`src/rtl/tef_pkg.sv`:
```
// Types, constants and register codes shared by the trapezoidal energy filter.
// No dependencies; every other file of the block imports this package.
package tef_pkg;

    localparam int DELAY_DEPTH_DEF = 1024;
    localparam int MAX_RISE_DEF    = 256;
    localparam int MAX_GAP_DEF     = 256;
    localparam int SAMPLE_BITS_DEF = 16;

    localparam int SAMPLE_W   = 16;
    localparam int LEN_W      = 9;
    localparam int BASE_W     = 20;
    localparam int COEF_W     = 32;
    localparam int NORM_W     = 17;
    localparam int VALUE_W    = 40;
    localparam int COUNT_W    = 11;
    localparam int SUM_W      = 26;
    localparam int SCALED_W   = SUM_W + 4;
    localparam int BPROD_W    = BASE_W + LEN_W;
    localparam int PROD_W     = COEF_W + SUM_W;
    localparam int ACC_W      = PROD_W + 2;
    localparam int FRAC_SHIFT = 24;
    localparam int HI_W       = ACC_W - FRAC_SHIFT;
    localparam int PH_W       = HI_W + NORM_W;
    localparam int PL_W       = NORM_W;
    localparam int MERGE_W    = PH_W + 1;
    localparam int PADDR_W    = 5;
    localparam int PDATA_W    = 32;

    localparam logic [COUNT_W-1:0] COUNT_MAX = '1;
    localparam logic [MERGE_W-1:0] NEG_LIMIT = MERGE_W'(1) << (VALUE_W - 1);
    localparam logic [MERGE_W-1:0] POS_LIMIT = NEG_LIMIT - MERGE_W'(1);
    localparam logic signed [VALUE_W-1:0] VALUE_MAX = {1'b0, {(VALUE_W-1){1'b1}}};
    localparam logic signed [VALUE_W-1:0] VALUE_MIN = {1'b1, {(VALUE_W-1){1'b0}}};

    localparam logic [LEN_W-1:0]         RISE_RST = LEN_W'(8);
    localparam logic [LEN_W-1:0]         GAP_RST  = LEN_W'(12);
    localparam logic [BASE_W-1:0]        BASE_RST = '0;
    localparam logic signed [COEF_W-1:0] COEF_T_RST = -COEF_W'(65536);
    localparam logic signed [COEF_W-1:0] COEF_L_RST = COEF_W'(131072);
    localparam logic [NORM_W-1:0]        NORM_RST = NORM_W'(2731);

    typedef enum logic [2:0] {
        REG_RISE,
        REG_GAP,
        REG_BASE,
        REG_COEF_T,
        REG_COEF_L,
        REG_NORM
    } t_reg_idx;

    typedef struct packed {
        logic [SAMPLE_W-1:0] sample;
        logic                trace_start;
    } t_in_item;

    typedef struct packed {
        logic signed [VALUE_W-1:0] filter_value;
        logic                      window_full;
    } t_out_item;

    typedef struct packed {
        logic [LEN_W-1:0]         rise_length;
        logic [LEN_W-1:0]         gap_length;
        logic [BASE_W-1:0]        baseline_level;
        logic signed [COEF_W-1:0] coef_trailing;
        logic signed [COEF_W-1:0] coef_leading;
        logic [NORM_W-1:0]        norm_recip;
    } t_cfg;

    typedef enum logic [3:0] {
        S_IDLE,
        S_READ0,
        S_READ1,
        S_SUMS,
        S_MULT,
        S_ACCUM,
        S_MAG,
        S_SCALE,
        S_MERGE,
        S_DONE
    } t_state;

    typedef struct packed {
        logic accept;
        logic read0;
        logic read1;
        logic sums;
        logic mult;
        logic accum;
        logic mag;
        logic scale;
        logic merge;
        logic load;
    } t_cmd;

    typedef struct packed {
        logic full;
        logic out_stall;
    } t_status;

endpackage

```
`src/rtl/tef_ctrl.sv`:
```
// Sequencer for one request: accept, window reads, sums, products, scaling, output.
// Depends on tef_pkg for t_state, t_cmd and t_status.
module tef_ctrl (
    input  logic               i_clk,
    input  logic               i_rst_n,
    input  logic               i_in_valid,
    output logic               o_in_ready,
    input  tef_pkg::t_status   i_status,
    output tef_pkg::t_cmd      o_cmd
);
    import tef_pkg::*;

    t_state r_state;
    t_state n_state;

    always_ff @(posedge i_clk) begin
        if (!i_rst_n) begin
            r_state <= S_IDLE;
        end else begin
            r_state <= n_state;
        end
    end

    always_comb begin
        n_state = r_state;
        case (r_state)
            S_IDLE:  if (i_in_valid) n_state = S_READ0;
            S_READ0: n_state = i_status.full ? S_READ1 : S_DONE;
            S_READ1: n_state = S_SUMS;
            S_SUMS:  n_state = S_MULT;
            S_MULT:  n_state = S_ACCUM;
            S_ACCUM: n_state = S_MAG;
            S_MAG:   n_state = S_SCALE;
            S_SCALE: n_state = S_MERGE;
            S_MERGE: n_state = S_DONE;
            S_DONE:  if (!i_status.out_stall) n_state = S_IDLE;
            default: n_state = S_IDLE;
        endcase
    end

    always_comb begin
        o_cmd      = '0;
        o_in_ready = 1'b0;
        case (r_state)
            S_IDLE: begin
                o_in_ready   = 1'b1;
                o_cmd.accept = i_in_valid;
            end
            S_READ0: o_cmd.read0 = 1'b1;
            S_READ1: o_cmd.read1 = 1'b1;
            S_SUMS:  o_cmd.sums  = 1'b1;
            S_MULT:  o_cmd.mult  = 1'b1;
            S_ACCUM: o_cmd.accum = 1'b1;
            S_MAG:   o_cmd.mag   = 1'b1;
            S_SCALE: o_cmd.scale = 1'b1;
            S_MERGE: o_cmd.merge = 1'b1;
            S_DONE:  o_cmd.load  = !i_status.out_stall;
            default: ;
        endcase
    end

endmodule

```
`config.mk`:
```
export PLATFORM = sky130hd
export DESIGN_NAME = tef_ctrl
export DESIGN_NICKNAME = d
export VERILOG_FILES = /design/src/rtl/tef_pkg.sv /design/src/rtl/tef_ctrl.sv
export SDC_FILE = /design/constraint.sdc
export NUM_CORES = 1
export LEC_CHECK = 0
export BUFFER_PORTS_ARGS = -buffer_cell sky130_fd_sc_hd__buf_2
export CAP_MARGIN = 25
export CORE_AREA = 3 3 40 42
export DETAILED_ROUTE_END_ITERATION = 8
export DIE_AREA = 0 0 43 45
export GPL_TIMING_DRIVEN = 0
export REMOVE_ABC_BUFFERS = 1
export SLEW_MARGIN = 25
export SYNTH_ARGS = -nofsm -noshare
export SYNTH_HDL_FRONTEND = slang
export SYNTH_SLANG_ARGS = --single-unit
```
`constraint.sdc`:
```
create_clock -name i_clk -period 2.37 [get_ports i_clk]
set_clock_uncertainty 0.2 [all_clocks]
set_input_delay 0.237 -clock i_clk [delete_from_list [all_inputs] [get_ports i_clk]]
set_output_delay 0.237 -clock i_clk [all_outputs]
set_load 0.05 [all_outputs]
```
==> results.py <==
metrics = {
    "sta": {
        "rsz0062_at_grt": "no",
        "slew_viol_final": 0,
        "hold_viol_final": 0,
        "tns_ns": 0,
        "worst_pin_slew_ns": 0.4221,
        "maxSlewHeadroom_pct": 71.82,
        "period_share_pct": 79.82,
        "finalSetupViolCount": 0,
        "clock.fmax_ghz": 0.5286,
        "fin_crit_ns": 1.892,
    },
    "pwr": {
        "peakVddDrop_uv": 284.5,
        "p_leak_uw": 0.0001948,
        "p_per_area_mw_per_mm2": 717.9,
        "p_total_uw": 294.6,
    },
    "setup_path": {
        "start_kind": "register",
        "cp_slowest_cell": "dfxtp_1",
        "worstPathRequired_ns": 1.93,
        "path_cells": "nor4_4 -> and2_1 -> buf_2",
        "crit_fanout": 13,
        "cp.arrival_ns": 1.45,
        "path_class": "register to output pin",
        "end_kind": "output pin",
        "r2r_setup_slack_ns": 1.05,
        "crit_path_max_incr_delay_ns": 0.43,
    },
    "route": {
        "post_drt_wl_per_cell_microns": 9.887,
        "num_vias": 331,
        "drtIter0Drc": 3,
        "avgViaCountPerCell": 4.662,
        "drc": 0,
        "ant_nets": 0,
        "routed_wl_microns": 702,
        "dr.pass1.iters": 2,
    },
    "job": {
        "max-cap-violations": 0,
    },
    "synth": {
        "syn_area_sq_um": 309.0,
        "ys_seq_area_share_pct": 25.91,
        "synth_seq_cells": 4,
        "syn_area_per_cell_sq_um": 7.538,
        "yosysWarnings": 0,
        "syn_inst": 41,
        "yosysUniqueCellTypes": 19,
    },
    "outcome": {
        "status": "finished, final reports clean",
    },
    "cts": {
        "path_clk_slew_ns": 0.04,
        "cts_buffer_depth": 2,
        "cts.sinks": 4,
        "ctsResizeCount": 0,
        "cts_made_buffers": 3,
        "cts_tree": "done",
        "cts_hold_buf": 0,
        "post-cts-setup-buffers": 0,
        "clkLatencyLatePin_ns": 0.24,
        "htree_levels": 1,
        "cts_root_buffer": "clkbuf_4",
    },
    "finish": {
        "mostFrequentLayoutCell": "buf_2",
        "top_regs": "r_state: 4 flops",
        "largest_register_ffs": 4,
        "multi_input_area_sq_um": 210.2,
        "top_register": "r_state",
        "area_growth_pct": 32.79,
        "fin_area_sq_um": 410.4,
        "drive_gt1_share_pct": 39.29,
        "regArea_sq_um": 80.08,
        "final_cell_mix": "15 x buf_2, 6 x nor2_1, 6 x nor3_1",
        "layout.nets": 63,
        "nFillCells": 146,
        "n_antenna_cell": 0,
    },
    "die": {
        "die_area_sq_mm": 0.001935,
        "num_rows": 13,
        "coreArea_sq_mm": 0.001285,
        "dieWidth_microns": 43,
        "start_util_pct": 24.05,
        "die_y_microns": 45,
        "num_io_pins": 16,
    },
    "placed_design": {
        "postPlaceCellArea_sq_um": 387.9,
        "gp_congestion": 0.6987,
        "port_buffers": 15,
        "dp_hpwl_microns": 536.8,
    },
    "global_routing": {
        "grt.total_usage_pct": 9.167,
        "grt_pass1_vias": 286,
        "grt_start_max_net_pins": 14,
        "grt_antenna_before_repair": 0,
        "grt_overflow": 0,
        "grt_pass1_wl_microns": 1248,
    },
    "worst_hold_path": {
        "hp-class": "input pin to register",
    },
}
==> cells in the mapped netlist <==
master / n / area (sq um)
nor2_1: 6 / 22.52
nor3_1: 6 / 30.03
dfxtp_1: 4 / 80.08
nand2b_1: 4 / 25.02
buf_2: 3 / 15.01
nand2_1: 3 / 11.26
and2_1: 2 / 12.51
o21ai_1: 2 / 10.01
a221oi_2: 1 / 15.01
and3b_1: 1 / 8.760
inv_1: 1 / 3.750
nand2_2: 1 / 6.260
nor2b_1: 1 / 6.260
nor3b_2: 1 / 12.51
nor4_4: 1 / 21.27
o21ai_0: 1 / 5.000
o22ai_1: 1 / 6.260
o2bb2ai_1: 1 / 8.760
xor2_1: 1 / 8.760
==> cells by family after synthesis <==
group | share of synthesized area [%]
AOI/OAI and AO/OA | 14.57
and+or+nand+nor | 50.61
DFF | 25.91
xor gates and xnor gates | 2.835
buffers and inverters | 6.070
==> per-layer routing <==
metal / track usage [%] / routed length (microns)
met1: 10.63 / 321
met4: 5.422 / 19
met5: 0 / 0
met2: 12.57 / 297
met3: 5.976 / 64
==> area by class of cell <==
class / instances / share of cell area (%)
clock buffers: 3 / 5.488
inverters: 1 / 0.9146
multi-input cells: 33 / 51.22
flip-flops and latches: 4 / 19.51
well taps: 15 / 4.573
repair buffers: 15 / 18.29
==> critical path: cells and delay by family (launching register included) <==
family	cells	cell delay (ns)
simple gates	2	0.54
flops	1	0.43
buf+inv	1	0.25
==> path summary, 6_finish.rpt <==
check / from / endpoint / cells past startpoint
max: r_state[3] / o_cmd[9] / 3
min: i_in_valid / r_state[0] / 3
min reg2reg: r_state[0] / r_state[0] / 1
max reg2reg: r_state[3] / r_state[0] / 3
==> where the power goes <==
part           internal [uW]  switching (uW)
clock network           56.5            27.1
registers               74.5            20.1
logic                   36.7            79.7
total                    168             127
==> metrics by stage <==
| stage | setup WS [ns] | std cells | hold WS, ns | util [%] |
|---|---|---|---|---|
| floorplan | 0.1974 | 38 | 0.1539 | - |
| global placement | 0.7352 | 68 | 0.2993 | 30.19 |
| detailed placement | 0.7245 | 68 | 0.2989 | 30.19 |
| CTS | 0.4614 | 71 | 0.04330 | 31.94 |
| global route | 0.3633 | 71 | 0.06321 | 31.94 |
| finish | 0.4784 | 71 | 0.05252 | 31.94 |
No activity file was read; power rests on OpenSTA's default activity.
