### src/rtl/tef_pkg.sv
// Types, constants and register codes shared by the trapezoidal energy filter.
// No dependencies; every other file of the block imports this package.
package tef_pkg;

    localparam int DELAY_DEPTH_DEF = 1024;
    localparam int MAX_RISE_DEF    = 256;
    localparam int MAX_GAP_DEF     = 256;
    localparam int SAMPLE_BITS_DEF = 16;

    localparam int SAMPLE_W   = 16;
    localparam int LEN_W      = 9;
    localparam int BASE_W     = 20;
    localparam int COEF_W     = 32;
    localparam int NORM_W     = 17;
    localparam int VALUE_W    = 40;
    localparam int COUNT_W    = 11;
    localparam int SUM_W      = 26;
    localparam int SCALED_W   = SUM_W + 4;
    localparam int BPROD_W    = BASE_W + LEN_W;
    localparam int PROD_W     = COEF_W + SUM_W;
    localparam int ACC_W      = PROD_W + 2;
    localparam int FRAC_SHIFT = 24;
    localparam int HI_W       = ACC_W - FRAC_SHIFT;
    localparam int PH_W       = HI_W + NORM_W;
    localparam int PL_W       = NORM_W;
    localparam int MERGE_W    = PH_W + 1;
    localparam int PADDR_W    = 5;
    localparam int PDATA_W    = 32;

    localparam logic [COUNT_W-1:0] COUNT_MAX = '1;
    localparam logic [MERGE_W-1:0] NEG_LIMIT = MERGE_W'(1) << (VALUE_W - 1);
    localparam logic [MERGE_W-1:0] POS_LIMIT = NEG_LIMIT - MERGE_W'(1);
    localparam logic signed [VALUE_W-1:0] VALUE_MAX = {1'b0, {(VALUE_W-1){1'b1}}};
    localparam logic signed [VALUE_W-1:0] VALUE_MIN = {1'b1, {(VALUE_W-1){1'b0}}};

    localparam logic [LEN_W-1:0]         RISE_RST = LEN_W'(8);
    localparam logic [LEN_W-1:0]         GAP_RST  = LEN_W'(12);
    localparam logic [BASE_W-1:0]        BASE_RST = '0;
    localparam logic signed [COEF_W-1:0] COEF_T_RST = -COEF_W'(65536);
    localparam logic signed [COEF_W-1:0] COEF_L_RST = COEF_W'(131072);
    localparam logic [NORM_W-1:0]        NORM_RST = NORM_W'(2731);

    typedef enum logic [2:0] {
        REG_RISE,
        REG_GAP,
        REG_BASE,
        REG_COEF_T,
        REG_COEF_L,
        REG_NORM
    } t_reg_idx;

    typedef struct packed {
        logic [SAMPLE_W-1:0] sample;
        logic                trace_start;
    } t_in_item;

    typedef struct packed {
        logic signed [VALUE_W-1:0] filter_value;
        logic                      window_full;
    } t_out_item;

    typedef struct packed {
        logic [LEN_W-1:0]         rise_length;
        logic [LEN_W-1:0]         gap_length;
        logic [BASE_W-1:0]        baseline_level;
        logic signed [COEF_W-1:0] coef_trailing;
        logic signed [COEF_W-1:0] coef_leading;
        logic [NORM_W-1:0]        norm_recip;
    } t_cfg;

    typedef enum logic [3:0] {
        S_IDLE,
        S_READ0,
        S_READ1,
        S_SUMS,
        S_MULT,
        S_ACCUM,
        S_MAG,
        S_SCALE,
        S_MERGE,
        S_DONE
    } t_state;

    typedef struct packed {
        logic accept;
        logic read0;
        logic read1;
        logic sums;
        logic mult;
        logic accum;
        logic mag;
        logic scale;
        logic merge;
        logic load;
    } t_cmd;

    typedef struct packed {
        logic full;
        logic out_stall;
    } t_status;

endpackage

### src/rtl/tef_regs.sv
// Configuration register file with APB-style access.
// Depends on tef_pkg for the register codes, reset values and t_cfg.
module tef_regs (
    input  logic                         i_clk,
    input  logic                         i_rst_n,
    input  logic                         psel,
    input  logic                         penable,
    input  logic                         pwrite,
    input  logic [tef_pkg::PADDR_W-1:0]  paddr,
    input  logic [tef_pkg::PDATA_W-1:0]  pwdata,
    output logic [tef_pkg::PDATA_W-1:0]  prdata,
    output tef_pkg::t_cfg                o_cfg
);
    import tef_pkg::*;

    t_cfg     r_cfg;
    t_reg_idx idx;
    logic     wr_en;

    assign idx   = t_reg_idx'(paddr[PADDR_W-1:2]);
    assign wr_en = psel && penable && pwrite;
    assign o_cfg = r_cfg;

    always_ff @(posedge i_clk) begin
        if (!i_rst_n) begin
            r_cfg.rise_length    <= RISE_RST;
            r_cfg.gap_length     <= GAP_RST;
            r_cfg.baseline_level <= BASE_RST;
            r_cfg.coef_trailing  <= COEF_T_RST;
            r_cfg.coef_leading   <= COEF_L_RST;
            r_cfg.norm_recip     <= NORM_RST;
        end else if (wr_en) begin
            case (idx)
                REG_RISE:   r_cfg.rise_length    <= pwdata[LEN_W-1:0];
                REG_GAP:    r_cfg.gap_length     <= pwdata[LEN_W-1:0];
                REG_BASE:   r_cfg.baseline_level <= pwdata[BASE_W-1:0];
                REG_COEF_T: r_cfg.coef_trailing  <= pwdata[COEF_W-1:0];
                REG_COEF_L: r_cfg.coef_leading   <= pwdata[COEF_W-1:0];
                REG_NORM:   r_cfg.norm_recip     <= pwdata[NORM_W-1:0];
                default: ;
            endcase
        end
    end

    always_comb begin
        case (idx)
            REG_RISE:   prdata = PDATA_W'(r_cfg.rise_length);
            REG_GAP:    prdata = PDATA_W'(r_cfg.gap_length);
            REG_BASE:   prdata = PDATA_W'(r_cfg.baseline_level);
            REG_COEF_T: prdata = PDATA_W'(r_cfg.coef_trailing);
            REG_COEF_L: prdata = PDATA_W'(r_cfg.coef_leading);
            REG_NORM:   prdata = PDATA_W'(r_cfg.norm_recip);
            default:    prdata = '0;
        endcase
    end

endmodule

### config.mk
export PLATFORM = sky130hd
export DESIGN_NAME = tef_regs
export DESIGN_NICKNAME = d
export VERILOG_FILES = /design/src/rtl/tef_pkg.sv /design/src/rtl/tef_regs.sv
export SDC_FILE = /design/constraint.sdc
export NUM_CORES = 1
export LEC_CHECK = 0
export BUFFER_PORTS_ARGS = -buffer_cell sky130_fd_sc_hd__buf_2
export CORE_MARGIN = 3
export CORE_UTILIZATION = 45
export CTS_CLUSTER_DIAMETER = 200
export DETAILED_ROUTE_END_ITERATION = 6
export PLACE_DENSITY = 0.78
export RECOVER_POWER = 25
export SYNTH_ARGS = -nofsm -noshare
export SYNTH_HDL_FRONTEND = slang
export SYNTH_SLANG_ARGS = --single-unit
### constraint.sdc
create_clock -name i_clk -period 1.6 [get_ports i_clk]
set_input_delay 0.32 -clock i_clk [delete_from_list [all_inputs] [get_ports i_clk]]
set_output_delay 0.32 -clock i_clk [all_outputs]
set_load 0.01 [all_outputs]
==> impl_metrics.env, run 1 <==
export IMPL_status="complete, but fails checks"
export IMPL_failed_checks="setup timing"
export IMPL_root_buffer="clkbuf_16"
export IMPL_cp_required_ps=1280
export IMPL_drt_vias_per_instance=5.55
export IMPL_grt_use_total_pct=25.4
export IMPL_fin_skew_ps=0
export IMPL_grt_pass1_wl_mm=26.3
export IMPL_place_congestion=0.840
export IMPL_synth_most_common_cell="nand2_1"
export IMPL_synth_distinct_cells=34
export IMPL_critPathCaptureType="primary output"
export IMPL_synth_top_cell_by_area="dfxtp_1"
export IMPL_start_util_pct=46.6
export IMPL_dpl_hpwl_mm=11.5
export IMPL_critical_path_buf_inv_count=2
export IMPL_pre_cts_ws_ps=-151
export IMPL_finalWorstSetupSlack_ps=-211
export IMPL_wl_per_cell_um=18.3
export IMPL_critPathSlowestCell="mux4_2"
export IMPL_maxSlewHeadroom_pct=70.7
export IMPL_cts_hold_buf=0
export IMPL_power_leakage_nw=3.74
export IMPL_drc_errors=0
export IMPL_diodes=0
export IMPL_ys_top_cells_by_count="125 x nand2_1, 120 x mux2i_1, 119 x dfxtp_1"
export IMPL_grt_max_degree=61
export IMPL_synth_edff_count=0
export IMPL_clock_latency_ps=400
export IMPL_final_period_utilization_pct=113
export IMPL_antenna_found_initial=0
export IMPL_crit_fanout=2
export IMPL_worstSetupStartpointType="flip-flop"
export IMPL_synth_ff_type="dfxtp_1"
export IMPL_grt_setup_unrepaired="yes"
export IMPL_power_density_nw_per_um2=914
export IMPL_cts_tree="built"
export IMPL_cts_buffers=17
export IMPL_crit_arrival_ps=1490
export IMPL_slew_viol_final=0
export IMPL_hp_class="in -> reg"
export IMPL_setup_tns_ps=-1000
export IMPL_clockBufferDepth=2
export IMPL_synthTopCellsByArea="dfxtp_1 44%, mux2i_1 22%, nand2_1 8.7%, o311ai_0 3.6%, mux2_2 2.3%"
export IMPL_worstHoldPathCells=3
export IMPL_slowest_delay_ps=490
export IMPL_dp_cells=900
export IMPL_path_class="reg -> out"
export IMPL_path_cells="mux4_2, inv_2, o22ai_2, buf_2"
export IMPL_ys_seq_area_share_pct=44.2
export IMPL_syn_area_um2=5390
export IMPL_fmax_mhz=552
export IMPL_synthToLayoutAreaGrowth_pct=46.3
export IMPL_wl_mm=17.5
export IMPL_syn_nets=613
export IMPL_synth_cells=571
export IMPL_die_area_um2=13300
export IMPL_grt_overflow=0
export IMPL_finalHoldViolCount=0
export IMPL_fin_cells=953
export IMPL_grt_pass1_vias=5161
export IMPL_ant_nets=0
export IMPL_die_h_um=115
export IMPL_post_route_min_period_ps=1810
export IMPL_largest_reg_flops=119
export IMPL_syn_avg_cell_area_um2=9.44
export IMPL_yosys_warnings=0
export IMPL_drtPass1Iterations=5
export IMPL_port_buffers=190
export IMPL_io_pins=193
export IMPL_setup_viol_count_final=11
export IMPL_drive_above_1_share_pct=42.6
export IMPL_rows=39
export IMPL_clock_sinks=119
export IMPL_worst_slew_pin_transition_ps=434
export IMPL_path_depth=4
export IMPL_rr_worst_depth=3
export IMPL_maxCapViolCount=0
export IMPL_ys_ff_latch=119
export IMPL_h_tree_depth=4
export IMPL_drt_iter0_drc=450
export IMPL_path_delay_family="multiplexers"
export IMPL_die_w_um=115
export IMPL_synth_top_cell_area_share_pct=44.2
export IMPL_clk_pin_slew_ps=50
export IMPL_synth_async_reset_ratio_pct=0
export IMPL_fp_coreArea_um2=11600
export IMPL_num_vias=5287
export IMPL_vdd_drop_max_mv=0.646
export IMPL_fin_nets=842
## what timing repair did
| item | CTS | global route |
|---|---|---|
| pin swaps | 14 | 7 |
| endpoints found under the setup margin | 32 | 24 |
| hold endpoints to repair | 0 | 0 |
| gates cloned | 4 | 2 |
| setup buffers | 12 | 6 |
| resized for setup | 51 | 27 |
## final timing paths
check	from	to	slack (ps)
max	o_cfg[57]	prdata[8]	-210
min	pwdata[27]	o_cfg[44]	170
max reg2reg	o_cfg[0]	o_cfg[0]	700
min reg2reg	o_cfg[84]	o_cfg[84]	470
## cell type report
cell class	instances	area [µm²]
multi-input combinational	375	2830
sequential	119	2420
clock inverter	3	15.0
fill	901	3670
tap	143	179
timing repair buffer	261	1820
inverter	26	97.6
clock buffer	26	529
## per-layer routing
metal | wire length (µm) | GRT usage (%) | share of wire [%] | up-vias
li1 | - | - | - | 2466
met2 | 8490 | 42.2 | 49 | 249
met4 | 377 | 11.1 | 2.2 | 0
met3 | 1310 | 6.16 | 7.5 | 33
met1 | 7300 | 31.3 | 42 | 2539
met5 | 0 | 0 | 0 | -
## power by group
part | leakage [nW] | switching, W | internal [W]
sequential | 0.970 | 0.0000203 | 0.00299
combinational | 2.50 | 0.000377 | 0.000332
clock | 0.274 | 0.00125 | 0.00223
## per-stage QoR
step / hold slack (ps) / instance area, µm² / utilization [%] / total power, W
2_1_floorplan: 462 / 5400 / - / 0.00339
3_3_place_gp: 452 / 6810 / 58.9 / 0.00364
3_5_place_dp: 462 / 6810 / 58.9 / 0.00366
4_1_cts: 158 / 7690 / 66.5 / 0.00721
5_1_grt: 185 / 7890 / 68.2 / 0.00746
6_report: 173 / 7890 / 68.2 / 0.00721
## worst reg2reg max path: stages (launching register included)
cell and delay [ps]:
dfxtp_2 330, buf_4 130, o21ai_0 70, o311ai_0 200
## cell usage in the layout (no fill, tap or decap), types with 2 or more instances in the layout
cell,count
a22o_1,12
a22oi_1,3
a22oi_2,7
buf_12,14
buf_16,4
buf_2,176
buf_4,46
buf_6,6
clkbuf_1,13
clkbuf_16,19
clkbuf_8,7
clkinv_2,3
dfxtp_1,88
dfxtp_2,31
inv_1,25
mux2_2,5
mux2_4,6
mux2i_1,118
mux2i_4,2
nand2_1,125
nand3_1,2
nor2_2,2
nor2_4,3
nor2b_1,6
o211ai_1,3
o21a_1,3
o21ai_0,23
o22ai_1,13
o22ai_2,3
o2bb2ai_1,2
o311ai_0,22
or3_1,2
## cells by family after synthesis
kind of cell	count (synthesis)	synth area share, %
and+or+nand+nor	148	11.7
DFF	119	44.2
AOI/OAI and AO/OA	95	12.6
buffers and inverters	77	6.50
muxes	132	25.0
Power figures use the tool's default switching activity.
==> inputs of run 2 (changes only) <==
- SETUP_SLACK_MARGIN: default -> 0.2
==> run 2 against run 1 <==
Effect of this change:
- the flow still finishes with violations (setup timing)
- cell count increased by 0.21%
- hold slack improved by 2.4 ps
- via count decreased by 1.1%
- die area unchanged
- critical path type unchanged
==> impl_metrics.env, run 2 (synthesized netlist as in run 1, its figures left out) <==
export IMPL_setup_tns_ps=-4210
export IMPL_grt_pass1_wl_mm=27.3
export IMPL_grt_use_total_pct=26.3
export IMPL_grt_overflow=0
export IMPL_rows=39
export IMPL_power_share_clock_pct=54.0
export IMPL_cp_startpoint="o_cfg[57]"
export IMPL_path_class="reg -> out"
export IMPL_num_vias=5229
export IMPL_fin_skew_ps=0
export IMPL_clockBufferDepth=2
export IMPL_maxSlewHeadroom_pct=64.6
export IMPL_finalWorstSetupSlack_ps=-181
export IMPL_antenna_found_initial=1
export IMPL_p_comb_share_pct=8.9
export IMPL_swShare_pct=21.6
export IMPL_highest_layer="met5"
export IMPL_slew_viol_final=0
export IMPL_cts_hold_buf=0
export IMPL_die_area_um2=13300
export IMPL_worst_slew_pin_transition_ps=531
export IMPL_r2r_setup_slack_ps=790
export IMPL_setup_viol_count_final=48
export IMPL_crit_arrival_ps=1460
export IMPL_place_congestion=0.882
export IMPL_worstSetupStartpointType="flip-flop"
export IMPL_drt_iter0_drc=390
export IMPL_power_density_nw_per_um2=1000
export IMPL_pre_cts_ws_ps=-250
export IMPL_post_route_min_period_ps=1780
export IMPL_slowest_delay_ps=470
export IMPL_drive_above_1_share_pct=48.2
export IMPL_cp_endpoint="prdata[8]"
export IMPL_synthToLayoutAreaGrowth_pct=50.7
export IMPL_diodes=0
export IMPL_status="complete, but fails checks"
export IMPL_grt_setup_unrepaired="yes"
export IMPL_holdWs_ps=175
export IMPL_drtPass1Iterations=5
export IMPL_maxCapViolCount=0
export IMPL_power_leakage_nw=3.82
export IMPL_die_h_um=115
export IMPL_wl_met1_mm=7.42
export IMPL_hp_class="in -> reg"
export IMPL_layout_common_cells="183 x buf_2, 125 x nand2_1, 111 x mux2i_1"
export IMPL_seqPwrFrac_pct=37.1
export IMPL_critPathCaptureType="primary output"
export IMPL_fp_coreArea_um2=11600
export IMPL_start_util_pct=46.6
export IMPL_wl_mm=17.8
export IMPL_io_pins=193
export IMPL_wl_per_cell_um=18.6
export IMPL_layout_commonest_cell="buf_2"
export IMPL_r2r_end="o_cfg[106]"
export IMPL_port_buffers=190
export IMPL_dpl_hpwl_mm=11.6
export IMPL_grt_max_degree=74
export IMPL_critPathSlowestCell="mux4_2"
export IMPL_grt_pass1_vias=5276
export IMPL_rr_worst_depth=4
export IMPL_clk_pin_slew_ps=60
export IMPL_cts_tree="built"
export IMPL_die_w_um=115
export IMPL_vdd_drop_max_mv=0.657
export IMPL_h_tree_depth=4
export IMPL_finalHoldViolCount=0
export IMPL_fin_util_pct=70.3
export IMPL_routed_wl_met2_mm=8.84
export IMPL_ant_nets=0
export IMPL_cts_buffers=17
export IMPL_root_buffer="clkbuf_16"
export IMPL_fmax_mhz=561
export IMPL_crit_fanout=2
export IMPL_failed_checks="setup timing"
export IMPL_drc_errors=0
export IMPL_drt_vias_per_instance=5.48
export IMPL_fin_nets=841
export IMPL_multi_input_area_um2=2960
export IMPL_r2r_start="o_cfg[106]"
export IMPL_clock_sinks=119
export IMPL_internal_power_w=0.00637
export IMPL_cp_required_ps=1280
export IMPL_final_period_utilization_pct=111
export IMPL_path_cells="mux4_2, inv_2, o22ai_2, buf_2"
export IMPL_met3_wirelength_mm=1.19
export IMPL_regArea_um2=2440
export IMPL_largest_reg_flops=119
export IMPL_power_switching_w=0.00176
export IMPL_num_fill_cells=850
export IMPL_clock_latency_ps=400
-- run 2: repair_timing --
item / in CTS / in global routing
buffers inserted: 18 / 1
setup endpoints to repair: 32 / 32
hold endpoints to repair: 0 / 0
gates resized for setup: 73 / 28
cloned: 5 / 0
pin swaps: 18 / 16
-- run 2: worst min path at each step --
stage                     startpoint         to  slack, ps  cells past startpoint
final                     pwdata[24]  o_cfg[41]        180                      3
after global routing      pwdata[26]  o_cfg[43]        180                      3
after CTS                 pwdata[26]  o_cfg[43]        160                      3
after detailed placement   o_cfg[43]  o_cfg[43]        460                      2
after global placement     o_cfg[42]  o_cfg[42]        450                      2
after floorplan           pwdata[17]  o_cfg[98]        460                      2
-- run 2: worst max-delay path, delay by kind of cell, from the launching register on --
kind / cells / cell delay, ps
multiplexers: 1 / 470
buffers and inverters: 2 / 210
AO/OA/AOI/OAI: 1 / 50
flip-flops: 1 / 320
-- run 2: cell type report --
class / instances / area share (%)
inverter: 26 / 1.20
timing repair buffer: 260 / 21.7
multi-input combinational: 375 / 36.4
clock inverter: 12 / 2.73
sequential: 119 / 30.0
clock buffer: 20 / 5.74
tap: 143 / 2.20
-- run 2: power groups by stage --
stage / sequential (W) / combinational [W] / clock [W]
final: 0.00301 / 0.000725 / 0.00439
after floorplan: 0.00308 / 0.000348 / 0
after global placement: 0.00307 / 0.000594 / 0
after CTS: 0.00301 / 0.000714 / 0.00444
after detailed placement: 0.00307 / 0.000607 / 0
after global routing: 0.00302 / 0.000774 / 0.00460
-- run 2: per-stage QoR --
stage / cells / power (W) / instance area (µm²)
floorplan: 571 / 0.00343 / 5600
global placement: 899 / 0.00367 / 6940
detailed placement: 899 / 0.00368 / 6940
CTS: 954 / 0.00817 / 8110
global route: 955 / 0.00839 / 8130
finish: 955 / 0.00813 / 8130
-- run 2: metal layers --
layer	global-route usage (%)	vias to the layer above
met3	7.15	34
met1	31.6	2514
met5	0	-
met4	9.23	2
li1	-	2469
met2	45.3	210
